### src/sv/frwl_pkg.sv
// ----------------------------------------------------------------------------
// frwl_pkg
// shared types and codes for the fair reader-writer lock
// ----------------------------------------------------------------------------
`default_nettype none

package frwl_pkg;

  // results one command may cause at most
  localparam int unsigned MaxResults = 16;
  localparam int unsigned NresWidth  = $clog2(MaxResults + 1);

  typedef enum logic [1:0] {
    CMD_REQ_SHARED = 2'd0,
    CMD_REQ_EXCL   = 2'd1,
    CMD_REL_SHARED = 2'd2,
    CMD_REL_EXCL   = 2'd3
  } cmd_e;

  typedef enum logic [2:0] {
    STAT_GRANTED  = 3'd0,
    STAT_QUEUED   = 3'd1,
    STAT_WOKEN    = 3'd2,
    STAT_REJECTED = 3'd3,
    STAT_REL_ERR  = 3'd4
  } status_e;

  typedef struct packed {
    logic [1:0] cmd;
    logic [7:0] requester_id;
  } frwl_req_t;

  typedef struct packed {
    logic [7:0] grantee_id;
    logic [2:0] status;
    logic       grant_exclusive;
    logic       last;
  } frwl_rsp_t;

endpackage

`default_nettype wire

### src/sv/fair_reader_writer_lock.sv
// ----------------------------------------------------------------------------
// fair_reader_writer_lock
// reader-writer lock with a first-in first-out wait queue held in a ram
// ----------------------------------------------------------------------------
// results: a request or release error gives its one result from the result register;
//   a promoted writer's result passes the wake state, then the result register; a reader
//   run passes the wake state, the pending and the result register, then one per cycle
// busy: only a release with waiters holds busy, blocking new commands while the wake
//   state wakes the head's reader run or promotes a writer; the receiver cannot stall
// reset: asynchronous, clears the queue pointers, counts and holder state
// ----------------------------------------------------------------------------
`default_nettype none

module fair_reader_writer_lock
  import frwl_pkg::*;
#(
  parameter int unsigned QUEUE_DEPTH = 16,
  parameter int unsigned ID_WIDTH    = 8,
  parameter int unsigned MAX_READERS = 255
) (
  input  wire logic      clk_i,
  input  wire logic      rst_ni,
  input  wire logic      start_i,
  input  wire frwl_req_t item_i,
  output logic           busy_o,
  output logic           result_valid_o,
  output frwl_rsp_t      result_o
);

  localparam int unsigned PtrWidth = (QUEUE_DEPTH > 1) ? $clog2(QUEUE_DEPTH) : 1;
  localparam int unsigned CntWidth = $clog2(QUEUE_DEPTH + 1);
  localparam int unsigned RcWidth  = (MAX_READERS > 1) ? $clog2(MAX_READERS + 1) : 1;

  // one-hot sequencer: idle takes commands, wake walks the queue head
  typedef enum logic [1:0] {
    ST_IDLE = 2'b01,
    ST_WAKE = 2'b10
  } state_e;

  state_e               state_q, state_d;
  logic [PtrWidth-1:0]  head_q, head_d;
  logic [PtrWidth-1:0]  tail_q, tail_d;
  logic [CntWidth-1:0]  qcount_q, qcount_d;
  logic [RcWidth-1:0]   rcount_q, rcount_d;
  logic                 writer_held_q, writer_held_d;
  logic                 rel_excl_q, rel_excl_d;   // mode of the release in flight
  logic                 first_q, first_d;         // first head look of this release
  logic [NresWidth-1:0] nres_q, nres_d;           // results emitted by this release
  logic                 pend_valid_q, pend_valid_d;
  frwl_rsp_t            pend_q, pend_d;           // woken reader held until last is known
  logic                 out_valid_q, out_valid_d;
  frwl_rsp_t            out_q, out_d;

  // waiter ring: {is_writer, id}
  logic [ID_WIDTH:0]    ring_mem_q [QUEUE_DEPTH];
  logic [ID_WIDTH:0]    rd_data_q;
  logic [PtrWidth-1:0]  rd_addr;
  logic                 wr_en;
  logic [ID_WIDTH:0]    wr_data;

  logic                 accept;
  logic                 dequeue;
  logic [ID_WIDTH-1:0]  req_id;
  logic [PtrWidth-1:0]  head_inc;
  logic [PtrWidth-1:0]  tail_inc;
  logic                 queue_empty;
  logic                 queue_full;
  logic                 readers_full;
  logic                 head_writer;
  logic [7:0]           head_id;

  assign accept       = start_i && (state_q == ST_IDLE);
  assign req_id       = ID_WIDTH'(item_i.requester_id);
  assign head_inc     = (head_q == PtrWidth'(QUEUE_DEPTH - 1)) ? '0 : head_q + 1'b1;
  assign tail_inc     = (tail_q == PtrWidth'(QUEUE_DEPTH - 1)) ? '0 : tail_q + 1'b1;
  assign queue_empty  = (qcount_q == '0);
  assign queue_full   = (qcount_q == CntWidth'(QUEUE_DEPTH));
  assign readers_full = (rcount_q >= RcWidth'(MAX_READERS));
  assign head_writer  = rd_data_q[ID_WIDTH];
  assign head_id      = 8'(rd_data_q[ID_WIDTH-1:0]);

  // next head is read ahead so the wake loop sees the new head's entry in the cycle after the dequeue
  assign rd_addr = dequeue ? head_inc : head_q;

  always_comb begin
    state_d       = state_q;
    head_d        = head_q;
    tail_d        = tail_q;
    qcount_d      = qcount_q;
    rcount_d      = rcount_q;
    writer_held_d = writer_held_q;
    rel_excl_d    = rel_excl_q;
    first_d       = first_q;
    nres_d        = nres_q;
    pend_valid_d  = pend_valid_q;
    pend_d        = pend_q;
    out_valid_d   = 1'b0;
    out_d         = out_q;
    wr_en         = 1'b0;
    wr_data       = {1'b0, req_id};
    dequeue       = 1'b0;

    case (state_q)
      ST_IDLE: begin
        if (accept) begin
          out_valid_d          = 1'b1;
          out_d.grantee_id     = 8'(req_id);
          out_d.last           = 1'b1;
          out_d.grant_exclusive = item_i.cmd[0];
          case (item_i.cmd)
            CMD_REQ_SHARED: begin
              if (!writer_held_q && queue_empty) begin
                if (readers_full) begin
                  out_d.status = STAT_REJECTED;
                end else begin
                  rcount_d     = rcount_q + 1'b1;
                  out_d.status = STAT_GRANTED;
                end
              end else if (queue_full) begin
                out_d.status = STAT_REJECTED;
              end else begin
                wr_en        = 1'b1;
                wr_data      = {1'b0, req_id};
                tail_d       = tail_inc;
                qcount_d     = qcount_q + 1'b1;
                out_d.status = STAT_QUEUED;
              end
            end
            CMD_REQ_EXCL: begin
              if (!writer_held_q && rcount_q == '0 && queue_empty) begin
                writer_held_d = 1'b1;
                out_d.status  = STAT_GRANTED;
              end else if (queue_full) begin
                out_d.status = STAT_REJECTED;
              end else begin
                wr_en        = 1'b1;
                wr_data      = {1'b1, req_id};
                tail_d       = tail_inc;
                qcount_d     = qcount_q + 1'b1;
                out_d.status = STAT_QUEUED;
              end
            end
            CMD_REL_SHARED: begin
              if (writer_held_q || rcount_q == '0) begin
                out_d.status = STAT_REL_ERR;
              end else begin
                out_valid_d = 1'b0;
                rcount_d    = rcount_q - 1'b1;
                if (!queue_empty) begin
                  state_d    = ST_WAKE;
                  rel_excl_d = 1'b0;
                  first_d    = 1'b1;
                  nres_d     = '0;
                end
              end
            end
            default: begin
              if (!writer_held_q) begin
                out_d.status = STAT_REL_ERR;
              end else begin
                out_valid_d   = 1'b0;
                writer_held_d = 1'b0;
                if (!queue_empty) begin
                  state_d    = ST_WAKE;
                  rel_excl_d = 1'b1;
                  first_d    = 1'b1;
                  nres_d     = '0;
                end
              end
            end
          endcase
        end
      end
      ST_WAKE: begin
        first_d = 1'b0;
        if (!queue_empty && head_writer && first_q &&
            (rel_excl_q || rcount_q == '0)) begin
          // promote one writer, always a lone result
          dequeue               = 1'b1;
          head_d                = head_inc;
          qcount_d              = qcount_q - 1'b1;
          writer_held_d         = 1'b1;
          out_valid_d           = 1'b1;
          out_d.grantee_id      = head_id;
          out_d.status          = STAT_WOKEN;
          out_d.grant_exclusive = 1'b1;
          out_d.last            = 1'b1;
          state_d               = ST_IDLE;
        end else if (!queue_empty && !head_writer && !readers_full &&
                     nres_q < NresWidth'(MaxResults)) begin
          // wake one reader of the run at the head
          dequeue                = 1'b1;
          head_d                 = head_inc;
          qcount_d               = qcount_q - 1'b1;
          rcount_d               = rcount_q + 1'b1;
          nres_d                 = nres_q + 1'b1;
          pend_valid_d           = 1'b1;
          pend_d.grantee_id      = head_id;
          pend_d.status          = STAT_WOKEN;
          pend_d.grant_exclusive = 1'b0;
          pend_d.last            = 1'b0;
          if (pend_valid_q) begin
            out_valid_d = 1'b1;
            out_d       = pend_q;
            out_d.last  = 1'b0;
          end
        end else begin
          // run ends: the held reader, if any, is the final result
          if (pend_valid_q) begin
            out_valid_d = 1'b1;
            out_d       = pend_q;
            out_d.last  = 1'b1;
          end
          pend_valid_d = 1'b0;
          state_d      = ST_IDLE;
        end
      end
      default: begin
        state_d      = ST_IDLE;
        pend_valid_d = 1'b0;
      end
    endcase
  end

  always_ff @(posedge clk_i or negedge rst_ni) begin
    if (!rst_ni) begin
      state_q       <= ST_IDLE;
      head_q        <= '0;
      tail_q        <= '0;
      qcount_q      <= '0;
      rcount_q      <= '0;
      writer_held_q <= 1'b0;
      rel_excl_q    <= 1'b0;
      first_q       <= 1'b0;
      nres_q        <= '0;
      pend_valid_q  <= 1'b0;
      out_valid_q   <= 1'b0;
    end else begin
      state_q       <= state_d;
      head_q        <= head_d;
      tail_q        <= tail_d;
      qcount_q      <= qcount_d;
      rcount_q      <= rcount_d;
      writer_held_q <= writer_held_d;
      rel_excl_q    <= rel_excl_d;
      first_q       <= first_d;
      nres_q        <= nres_d;
      pend_valid_q  <= pend_valid_d;
      out_valid_q   <= out_valid_d;
    end
  end

  // result payload, no reset needed
  always_ff @(posedge clk_i) begin
    pend_q <= pend_d;
    out_q  <= out_d;
  end

  // waiter ring ram, one write and one registered read per cycle
  always_ff @(posedge clk_i) begin
    if (wr_en) begin
      ring_mem_q[tail_q] <= wr_data;
    end
    rd_data_q <= ring_mem_q[rd_addr];
  end

  assign busy_o         = (state_q != ST_IDLE);
  assign result_valid_o = out_valid_q;
  assign result_o       = out_q;

`ifndef SYNTHESIS
  // a writer never shares the lock with readers
  assert property (@(posedge clk_i) disable iff (!rst_ni)
    !(writer_held_q && rcount_q != '0))
    else $error("writer held while readers hold the lock");

  // a held wake result only exists while the queue walk runs
  assert property (@(posedge clk_i) disable iff (!rst_ni)
    pend_valid_q |-> (state_q == ST_WAKE))
    else $error("pending result outside wake walk");

  // the ram is never written during a wake walk
  assert property (@(posedge clk_i) disable iff (!rst_ni)
    (state_q == ST_WAKE) |-> !wr_en)
    else $error("ring write during wake walk");

  // one release never yields more results than allowed
  assert property (@(posedge clk_i) disable iff (!rst_ni)
    nres_q <= NresWidth'(MaxResults))
    else $error("too many results for one release");

  // queue count stays within the ring
  assert property (@(posedge clk_i) disable iff (!rst_ni)
    qcount_q <= CntWidth'(QUEUE_DEPTH))
    else $error("queue count overflow");
`endif

endmodule

`default_nettype wire
### config.mk
export PLATFORM = sky130hd
export DESIGN_NAME = fair_reader_writer_lock
export DESIGN_NICKNAME = d
export VERILOG_FILES = /design/src/sv/frwl_pkg.sv /design/src/sv/fair_reader_writer_lock.sv
export SDC_FILE = /design/constraint.sdc
export NUM_CORES = 1
export LEC_CHECK = 0
export BUFFER_PORTS_ARGS = -buffer_cell sky130_fd_sc_hd__buf_4
export CAP_MARGIN = 20
export CORE_UTILIZATION = 55
export DETAILED_ROUTE_END_ITERATION = 7
export PLACE_DENSITY = 0.71
export SYNTH_ARGS = -nofsm -noshare
export SYNTH_HDL_FRONTEND = slang
export SYNTH_SLANG_ARGS = --single-unit
### constraint.sdc
create_clock -name clk_i -period 3.1 [get_ports clk_i]
set_clock_uncertainty 0.2 [all_clocks]
set_input_delay 0.31 -clock clk_i [delete_from_list [all_inputs] [get_ports clk_i]]
set_output_delay 0.31 -clock clk_i [all_outputs]
set_load 0.01 [all_outputs]
---- Word-level counts from Yosys, hierarchy flattened ----
Memories as Yosys holds them, arrays and structs flattened. A register that Yosys moved wholly into a read port is not among the register bits.
Cells that the tools add are included.
operators by class
  add/sub/neg operators ................... 7
  $lt $le $gt $ge ......................... 2
  equality and inequality tests ........... 31
  mux-type cells .......................... 95
  bitwise logic cells ..................... 4
  reductions and logical operators ........ 38
operators by type and width
  kind                                                            number
  13-bit two-way mux                                              5
  5-bit two-way mux                                               12
  8-bit two-way mux                                               6
  9-bit two-way mux                                               5
  5-bit case mux with 2 select lines                              4
  4-bit two-way mux                                               8
  8-bit case mux with 2 select lines                              2
  3-bit != test (second input constant)                           10
  1-bit two-way mux                                               27
  13-bit case mux with 2 select lines                             1
  5-bit AND reduction                                             5
  2-bit two-way mux                                               9
  2-bit != test (second input constant)                           9
  1-bit case mux with 2 select lines                              9
  6-bit AND reduction                                             2
  5-bit by 1-bit adder with 5-bit output (second input constant)  2
  1-bit logical AND                                               10
  3-bit two-way mux                                               3
  3-bit case mux with 3 select lines                              1
  4-bit by 1-bit adder with 4-bit output (second input constant)  2
  8-bit by 1-bit adder with 8-bit output (second input constant)  1
  4-bit equality test (second input constant)                     2
  8-bit >= comparator (second input constant)                     1
  8-bit logical NOT                                               1
  other kinds (23)                                                40
word-level totals
  bits in registers ....................... 54
  bits in writable memories ............... 144
  input bits .............................. 13
  output and inout bits ................... 15
  logic and storage cells ................. 194
  memories ................................ 1
memory list
  memory      words  bits a word  read ports  clocked after Yosys merged registers in  wr ports  RTL line                       source
  ring_mem_q  16     9            1           1                                        1         fair_reader_writer_lock.sv:55  logic [ID_WIDTH:0] ring_mem_q [QUEUE_DEPTH];

---- Longest topological paths before layout ----
Gate-level depths: netlist of the first run.
  depth in word-level cells ............... 9
  mapped depth ............................ 14
  depth with buffers taken out ............ 12

---- Worst setup path after synthesis of the first run ----
OpenSTA, ideal clock, no wires.
  path type ............................... flip-flop to flip-flop
  start point ............................. register rcount_q[0]
  end point ............................... memory ring_mem_q[3][0] (netlist name), enable pin
  library setup time ...................... 0.387 ns
  arrival ................................. 2.210 ns
  data required time ...................... 2.513 ns
  path slack .............................. 0.303 ns
  cell stages (with the launch flop) ...... 10
  buffers on the path ..................... 0
  clock period less this slack ............ 2.797 ns
  cells stage by stage .................... dfrtp_1 > inv_1 > ha_1 > nor3b_1 > and2_1 > inv_1 > o21ai_0 > a21oi_1 > nand2_1 > nor3_1
between the ends
  longest elaborated chain between the ends .. 9
ends and longest elaborated chain
  item                                     RTL line                        source
  start: declaration                       fair_reader_writer_lock.sv:44   logic [RcWidth-1:0] rcount_q, rcount_d;
  start signal: assignment                 fair_reader_writer_lock.sv:243  rcount_q <= rcount_d;
  8-bit logical NOT                        fair_reader_writer_lock.sv:130  if (!writer_held_q && rcount_q == '0 && queue_empty) begin
  1-bit logical AND (2 in a row)           fair_reader_writer_lock.sv:130
  1-bit two-way mux                        fair_reader_writer_lock.sv:130
  1-bit case mux with 2 select lines       fair_reader_writer_lock.sv:110  case (item_i.cmd)
  1-bit two-way mux                        fair_reader_writer_lock.sv:105  if (accept) begin
  1-bit two-way mux                        fair_reader_writer_lock.sv:103  case (state_q)
  1-bit two-way mux                        fair_reader_writer_lock.sv:261  if (wr_en) begin
  1-bit two-way mux (implied by the code)  fair_reader_writer_lock.sv:262  ring_mem_q[tail_q] <= wr_data;
  end: declaration                         fair_reader_writer_lock.sv:55
No other way between the ends.

---- Final worst setup path of the first run ----
  start point ............................. register qcount_q[1]
  end point ............................... register rd_data_q[5] (read register of ring_mem_q)
between the ends
  longest elaborated chain between the ends .. 9
  elaborated cells on any way between the ends .. 12
  classes of those cells .................. mux (4); reduce/logical (8)
ends and longest elaborated chain
  item                            RTL line                                                        source
  start: declaration              fair_reader_writer_lock.sv:43                                   logic [CntWidth-1:0] qcount_q, qcount_d;
  start signal: assignment        fair_reader_writer_lock.sv:242                                  qcount_q <= qcount_d;
  5-bit logical NOT *             fair_reader_writer_lock.sv:76                                   assign queue_empty = (qcount_q == '0);
  1-bit logical NOT *             fair_reader_writer_lock.sv:176, fair_reader_writer_lock.sv:189
  1-bit logical AND (3 in a row)  fair_reader_writer_lock.sv:189                                  end else if (!queue_empty && !head_writer && !readers_full &&
  1-bit two-way mux               fair_reader_writer_lock.sv:189
  1-bit two-way mux *             fair_reader_writer_lock.sv:176                                  if (!queue_empty && head_writer && first_q &&
  1-bit two-way mux *             fair_reader_writer_lock.sv:103
  4-bit two-way mux *             fair_reader_writer_lock.sv:83                                   assign rd_addr = dequeue ? head_inc : head_q;
  end: declaration                fair_reader_writer_lock.sv:56                                   logic [ID_WIDTH:0] rd_data_q;
Mark *: on every way between the ends. The rest lies on a longest branch, timed or not.
A chain may end at the register's enable or synchronous reset.

==> run metrics, run 1 <==
Row Count=46; final worst-path cycle share=99.00%; Synth Register Bits=207; final hold vios=0; starting density of the core=56.89%; Die Y=130.6 um; Die Area=17,070 um2; Tot GR Track Use=22.99%; overall power=9824 uW; most frequent cells in the layout=165 x edfxtp_1, 87 x mux2i_1, 79 x nand2_1, 78 x buf_4, 35 x nand3_1; Worst EP required=3260 ps; sequential area share after synthesis=65.50%; core area=16,000 um2; antenna violations before repair=0; crit path DAT=3230 ps; outcome=complete, no violations; Max VDD drop=518.0 uV; DR iter-0 viols=575; DR pass1 iterations=5; count of flip-flops with a built-in enable after synthesis=165; clk sink count=207; input/output buffers=27; remaining antenna violation count=0; Layout fillers=1,138; vias in the first global route=5,395; post-synthesis net count=706; most common cell after layout, fill and taps aside=edfxtp_1; crit-path max FO=14; CTS tree=yes; pre-CTS setup slack=-82.00 ps; Reg area=5962 um2; clock latency at the later pin of the worst-skew pair=500 ps; largest net degree at the start of global routing=34; DRC Markers=0; CP Class=reg -> reg; final WL=19.24 mm; average size of a mapped cell=13.49 um2; gpl congestion=0.8858; global-route wire length before repair=29.42 mm; grt total ovfl=0; Syn Std Cell Area=9102 um2; async set-reset flop share out of synthesis=15.94%; H-tree depth=1; post-synth cell types=64; Placed Area=9812 um2; WL per Instance=19.26 um; Reg clk slew, reported paths=60 ps; vias per cell=5.729; maximum clock frequency=325.8 MHz; RSZ-0062 raised after global routing=yes; via count=5,723; ANT cells=0; Area Growth Syn to Fin=18.68%; Final Instance Area=10,800 um2; Synth Flop Type=edfxtp_1; post-route insts no fill=999; YS warnings=0; clk buf depth=3; crit start category=flop; Syn Inst Count=675; utilization of the core after routing=67.52%; Die Wd=130.6 um; CP endpoint kind=flop; power per cell area=909.3 nW/um2; I/O pin total=28; Multi-input gate area=2980 um2; Inst Count DP=936; Slew Viols, Final=0; layout cell share with drive strength beyond 1=19.67%; Final WS setup=30.88 ps; Clock Root Buffer=clkbuf_16; Layout Nets=798; post-layout minimum cycle time=3069 ps; min-delay worst type=in -> async; Slew @ Worst Pin=666.3 ps; DP Wirelength=12.74 mm; final setup vio count=0; clock buffers created by TritonCTS=22; Pleak=0.004020 uW; max_slew headroom=55.53%; Max Cap Violations=0
area by class of cell:
type | count | share of cell area [%]
tap | 216 | 2.502
timing repair buffer | 96 | 7.737
clock inverter | 7 | 0.3706
inverter | 25 | 0.9497
multi-input combinational | 415 | 27.59
clock buffer | 33 | 5.664
sequential | 207 | 55.19
per-layer routing:
layer  part of all wire [%]  track usage [%]  up-vias
met5                      0                0        -
met4                    1.4            5.003        0
met3                    8.0            3.868       32
met2                     46            36.07      220
met1                     45            33.88     2778
li1                       -                -     2693
cell families (layout without fill, tap and decap cells):
group / Yosys count / in the layout / synth area share [%]
DFF: 207 / 207 / 65.50
and+or+nand+nor: 197 / 197 / 9.842
adders and majority gates: 18 / 18 / 2.557
muxes: 93 / 93 / 10.31
xor gates and xnor gates: 14 / 14 / 1.347
AOI/OAI and AO/OA: 93 / 93 / 7.506
buffers and inverters: 53 / 161 / 2.941
final timing paths:
kind,startpoint,endpoint,slack (ps),cells after the start
worst max-delay path,qcount_q[1],rd_data_q[5],30,11
worst min-delay path,rst_ni,tail_q[2],100,2
worst max register to register,qcount_q[1],rd_data_q[5],30,11
worst min register to register,rd_data_q[5],pend_q[10],230,0
max in group asynchronous,rst_ni,state_q[0],2260,2
min in group clk_i,start_i,writer_held_q,150,4
cell usage after synthesis, types with 4 or more instances:
cell / n / area [um2]
edfxtp_1: 165 / 4955
mux2i_1: 87 / 870.8
nand2_1: 79 / 296.5
nor2_1: 41 / 153.9
nand3_1: 35 / 175.2
dfrtp_1: 32 / 800.8
a21oi_1: 24 / 120.1
inv_1: 23 / 86.33
o21ai_0: 18 / 90.09
ha_1: 17 / 212.7
nor3_1: 17 / 85.08
dfxtp_1: 9 / 180.2
a32oi_1: 8 / 70.07
xnor2_1: 8 / 70.07
buf_2: 7 / 35.03
clkbuf_1: 7 / 26.28
buf_6: 6 / 67.56
mux2_2: 6 / 67.56
xor2_1: 6 / 52.55
a21o_1: 4 / 30.03
and3_1: 4 / 25.02
buf_1: 4 / 15.01
nand2b_1: 4 / 25.02
o22a_1: 4 / 35.03
power breakdown:
part	switching [uW]	total, uW	internal (uW)	leakage, uW
Sequential	340	3770	3430	0.00198
Combinational	2040	3700	1660	0.00173
Clock	989	2350	1360	0.000315
Total	3370	9820	6450	0.00402
flip-flops by register name (all words and copies together) (netlist names):
name / flops
ring_mem_q: 144
result_o: 13
rd_data_q: 9
pend_q: 8
rcount_q: 8
nres_q: 5
qcount_q: 5
head_q: 4
tail_q: 4
state_q: 2
first_q: 1
pend_valid_q: 1
rel_excl_q: 1
result_valid_o: 1
writer_held_q: 1
through the flow:
stage	TNS [ps]	hold slack, ps
final	0	102.5
after global routing	-356.2	136.1
after CTS	0	101.7
after detailed placement	-326.2	79.90
after global placement	-28.28	71.14
after floorplan	0	-185.6
timing repair:
item	in CTS	in global routing
endpoints found under the hold margin	162	0
cloned	0	1
resized for setup	5	21
pin swaps	0	13
setup buffers	0	11
endpoints found under the setup margin	7	48
hold buffers	10	0
critical path: stages, from the launching register on:
cell	delay (ps)
dfrtp_1	410
or4_4	610
o211ai_4	280
o22a_4	220
nor2_2	60
a21oi_4	150
clkinv_4	160
buf_12	200
mux2i_1	180
nand2_1	90
a32oi_2	240
nand3_1	150
Power figures use the tool's default switching activity.
==> run 2: changes to the inputs <==
Settings changed: MAX_ROUTING_LAYER set to met4.
==> run 2 against run 1 <==
Net effect: total power shrank 0.23%; via count is 0.82% lower; count of clock-buffer cells in the layout stayed put; largest cell class unchanged.
==> run metrics, run 2 (synthesis gave the netlist of run 1 again) <==
starting density of the core=56.89% (unchanged); final hold vios=0 (unchanged); Reg clk slew, reported paths=60 ps (about the same); post-layout minimum cycle time=3091 ps (+22.02 ps); Area Growth Syn to Fin=18.49%; WL per Instance=19.33 um (+0.39%); grt total ovfl=0 (unchanged); clock buffers created by TritonCTS=22 (unchanged); max_slew headroom=56.38% (+0.84 points); Tot GR Track Use=23.71% (+0.72 points); CP peak stage delay=600 ps (about the same); Slew Viols, Final=0 (unchanged); H-tree depth=1 (unchanged); worst setup path start=qcount_q[1]; Reg with most FFs=ring_mem_q; Row Count=46 (unchanged); final WL=19.28 mm (+0.19%); DP Wirelength=12.74 mm (unchanged); DR iter-0 viols=501 (-13%); Die Y=130.6 um (unchanged); largest net degree at the start of global routing=34 (unchanged); Pleak=0.004011 uW (-0.22%); ANT cells=0 (unchanged); Die Wd=130.6 um (unchanged); crit-path max FO=14 (unchanged); critical path's slowest cell=or4_4; final worst-path cycle share=99.71% (+0.71 points); CTS tree=yes; DR pass1 iterations=5 (unchanged); CP Class=reg -> reg; crit start category=flop; antenna violations before repair=0 (unchanged); Max VDD drop=519.5 uV (+0.30%); cell class contributing the biggest share of worst-path delay=simple AND/OR/NAND/NOR gates; clk sink count=207 (unchanged); Slew @ Worst Pin=653.7 ps (-12.63 ps); hold slack final=99.01 ps (-3.475 ps); Critical path buffers and inverters=2 (unchanged); crit path DAT=3250 ps (+20 ps); CP endpoint kind=flop; critical-path cell list=or4_4 > o211ai_4 > o22ai_1 > nand2_2 > a21oi_4 > clkinv_4 > buf_12 > mux2i_1 > nand2_1 > a32oi_2 > nand3_1; most frequent cells in the layout=165 x edfxtp_1, 87 x mux2i_1, 79 x nand2_1, 76 x buf_4; Max Cap Violations=0 (unchanged); vias per cell=5.693 (-0.62%); outcome=complete, no violations; Layout Nets=796 (-0.25%); remaining antenna violation count=0 (unchanged); DRC Markers=0 (unchanged); core area=16,000 um2 (unchanged); layout cell share with drive strength beyond 1=19.33% (-0.33 points); power per cell area=908.7 nW/um2 (about the same); final setup vio count=0 (unchanged); min-delay worst type=in -> async; max FFs per register=144 (unchanged); clk buf depth=3 (unchanged); Clock Root Buffer=clkbuf_16; launch point of the worst reg-to-reg path=qcount_q[1]; global-route wire length before repair=29.43 mm (about the same); clock latency at the later pin of the worst-skew pair=500 ps (about the same); maximum clock frequency=323.5 MHz (-0.71%); vias in the first global route=5,407 (+0.22%); gpl congestion=0.9006 (+1.7%); Worst EP required=3260 ps (about the same); input/output buffers=27 (unchanged); RSZ-0062 raised after global routing=yes; via count=5,676 (-0.82%); utilization of the core after routing=67.41% (-0.11 points); I/O pin total=28 (unchanged); most common cell after layout, fill and taps aside=edfxtp_1; Die Area=17,070 um2 (unchanged)
[run 2: cell count changes in the layout (fill, tap and decap cells not counted)]
cell and change:
buf_4 -2, nor2_1 +1, nor2_2 -1
[run 2: where the power goes]
part           total (uW)  switching (uW)  internal [uW]
sequential           3770             337           3430
combinational        3680            2040           1640
clock                2350             991           1360
total                9800            3370           6430
[run 2: stage by stage]
stage               setup TNS, ps  std cells  area (um2)  total power (uW)  setup WS [ps]
finish                          0        997       10790              9801          8.860
CTS                             0        986       10600              9587          21.46
global placement           -28.28        936        9812              7068         -15.06
floorplan                       0        675        9102              6129          303.1
detailed placement         -326.2        936        9812              7191         -82.00
global route               -371.9        997       10790             10310         -81.52
[run 2: worst register-to-register path, delay by kind of cell (launching register included)]
kind            cells  cell delay [ps]
mux                 1              230
simple gates        4             1030
buf+inv             2              320
compound gates      4              770
flops               1              410
[run 2: path summary, 6_finish.rpt]
kind | to | slack [ps] | cells after the start
setup / recovery | rd_data_q[5] | 9 | 11
hold / removal | tail_q[2] | 100 | 2
setup reg to reg | rd_data_q[5] | 9 | 11
hold reg to reg | pend_q[10] | 230 | 0
max in group asynchronous | state_q[0] | 2260 | 2
min in group clk_i | writer_held_q | 140 | 4
[run 2: final cells by class]
class,count,area [um2]
sequential,207,5962
fill,1143,5215
multi-input combinational,415,2978
timing repair buffer,94,820.8
clock buffer,33,611.8
tap,216,270.3
inverter,25,102.6
clock inverter,7,40.04
[run 2: per-layer routing]
| layer | global-route usage [%] | part of all wire (%) | vias to the layer above |
|---|---|---|---|
| met2 | 36.23 | 46 | 210 |
| met4 | 4.801 | 1.1 | 0 |
| met5 | - | 0 | - |
| li1 | - | - | 2684 |
| met3 | 3.868 | 7.4 | 20 |
| met1 | 33.79 | 46 | 2762 |
[run 2: what timing repair did]
| item | 4_1_cts | 5_1_grt |
|---|---|---|
| setup buffers | 0 | 9 |
| hold endpoints to repair | 162 | 0 |
| resized for setup | 5 | 20 |
| pin swaps | 0 | 12 |
| gates cloned | 0 | 1 |
| hold buffers | 10 | 0 |
| endpoints found under the setup margin | 7 | 48 |
==> run 3: changes to the inputs <==
Settings changed: REMOVE_ABC_BUFFERS set to 1.
Clock period 3.1 ns to 3.48 ns, I/O delays scaled along.
==> run 3 against run 2 <==
Net effect: clock power down 9.8%; sequential share of layout area rose by 1.8 points; worst setup slack better by 150 ps; flip-flop and latch count stayed put; non-clock buffer count decreased by 27; hold slack worse by 93 ps; utilization down 2.1 points; largest cell class unchanged.
==> run metrics, run 3 (synthesis gave the netlist of run 1 again) <==
outcome=complete, no violations; ANT cells=0 (unchanged); Row Count=46 (unchanged); Placed Area=9688 um2 (-1.3%); Die Wd=130.6 um (unchanged); final hold vios=0 (unchanged); Clock Root Buffer=clkbuf_16; starting density of the core=56.89% (unchanged); CP endpoint kind=flop; Die Area=17,070 um2 (unchanged); vias in the first global route=5,489 (+1.5%); input/output buffers=27 (unchanged); largest net degree at the start of global routing=39 (+15%); Die Y=130.6 um (unchanged); utilization of the core after routing=65.27% (-2.1 points); Slew @ Worst Pin=1152 ps (+497.9 ps); Setup TNS Final=0 ps (unchanged); clock latency at the later pin of the worst-skew pair=500 ps (about the same); Area Growth Syn to Fin=14.74%; gpl congestion=0.8538 (-5.2%); final WL=20.14 mm (+4.5%); crit start category=flop; Pleak=0.003877 uW (-3.4%); WL per Instance=20.76 um (+7.4%); NetSw=2940 uW (-13%); final worst-path cycle share=95.41% (-4.3 points); Max VDD drop=513.6 uV (-1.1%); CP Class=reg -> reg; Layout fillers=1,233 (+7.9%); clk buf depth=3 (unchanged); hold slack final=5.732 ps (-93.28 ps); Final Instance Area=10,440 um2 (-3.2%); via count=5,724 (+0.85%); clock buffers created by TritonCTS=22 (unchanged); power per cell area=807.8 nW/um2 (-11%); final setup vio count=0 (unchanged); most common cell after layout, fill and taps aside=edfxtp_1; max FFs per register=144 (unchanged); DP Wirelength=13.35 mm (+4.8%); Slew Viols, Final=0 (unchanged); post-CTS setup buffers=0 (unchanged); remaining antenna violation count=0 (unchanged); DRC Markers=0 (unchanged); Layout Nets=769 (-3.4%); crit-path max FO=8 (-6); CTS tree=yes; sw frac=34.85% (+0.48 points); I/O pin total=28 (unchanged); DR pass1 iterations=5 (unchanged); global-route wire length before repair=30.86 mm (+4.9%); Reg with most FFs=ring_mem_q; most frequent cells in the layout=165 x edfxtp_1, 87 x mux2i_1, 79 x nand2_1, 54 x buf_4, 41 x nor2_1; internal power=5496 uW (-15%); antenna violations before repair=0 (unchanged); Reg clk slew, reported paths=60 ps (about the same); H-tree depth=1 (unchanged); clock power share=25.2% (+1.2 points); grt total ovfl=0 (unchanged); Seq pwr share=40.0% (+1.5 points); maximum clock frequency=301.2 MHz (-6.9%); layout cell share with drive strength beyond 1=14.99% (-4.3 points); DR iter-0 viols=524 (+4.6%); vias per cell=5.901 (+3.7%); clk sink count=207 (unchanged); core area=16,000 um2 (unchanged); Worst EP required=3710 ps (+450 ps); Max Cap Violations=0 (unchanged); Tot GR Track Use=25.29% (+1.6 points); crit path DAT=3550 ps (+300 ps); post-layout minimum cycle time=3320 ps (+229.1 ps); Comb pwr share=34.9% (-2.6 points); min-delay worst type=in -> reg; max_slew headroom=22.94% (-33 points); RSZ-0062 raised after global routing=no
-- run 3: changes by cell type in the layout (fill, tap and decap cells not counted), sizes merged --
cell,change
buf,-23
clkbuf,-10
clkinv,+6
dlygate4sd3,-2
inv,+2
-- run 3: cell type report --
cell class | instances | area, um2 | area share [%]
Tap cell | 216 | 270.3 | 2.588
Clock buffer | 25 | 583.1 | 5.583
Sequential cell | 207 | 5962 | 57.09
Multi-Input combinational cell | 415 | 2879 | 27.57
Timing Repair Buffer | 67 | 576.8 | 5.523
Inverter | 25 | 96.34 | 0.9225
Clock inverter | 15 | 76.32 | 0.7308
-- run 3: path summary, 6_finish.rpt --
kind                               from                to  slack, ps  cells past startpoint
max                         qcount_q[1]      rd_data_q[6]        160                      8
min                           item_i[2]  ring_mem_q[0][2]          6                      1
max reg2reg                 qcount_q[1]      rd_data_q[6]        160                      8
min reg2reg                rd_data_q[0]         pend_q[5]        250                      0
max in group asynchronous        rst_ni        state_q[0]       2590                      2
min in group asynchronous        rst_ni       qcount_q[1]        150                      2
-- run 3: stage by stage --
stage	setup slack [ps]	std cells	power [uW]
2_1_floorplan	-875.1	647	5314
3_3_place_gp	270.1	921	6225
3_5_place_dp	188.7	921	6324
4_1_cts	145.8	969	8459
5_1_grt	42.18	970	8864
6_report	159.8	970	8436
-- run 3: power by group through the flow --
stage                     Combinational [uW]  Sequential, uW  Clock [uW]
after floorplan                         1970            3350           0
after global placement                  2840            3390           0
after detailed placement                2910            3410           0
after CTS                               2940            3360        2150
after global routing                    3200            3410        2250
final                                   2940            3370        2120
-- run 3: what timing repair did --
action                                  in CTS  in global routing
resized for setup                            0                  1
hold buffers                                 8                  0
hold endpoints to repair                   115                  0
endpoints found under the setup margin       0                  1
-- run 3: layer usage --
metal | vias to the layer above | global-route usage [%] | part of all wire [%]
li1 | 2638 | - | -
met5 | - | - | 0
met2 | 227 | 38.84 | 47
met3 | 36 | 2.932 | 6.4
met4 | 0 | 7.032 | 1.9
met1 | 2823 | 35.88 | 45
-- run 3: critical path, cell delays in order (launching register included) --
cell      delay, ps
dfrtp_1         410
or4_4           590
o211ai_2        290
o22ai_1         150
nand2_2         190
o32a_1          250
nor2b_1         730
nand3_1         260
nand3_1         180
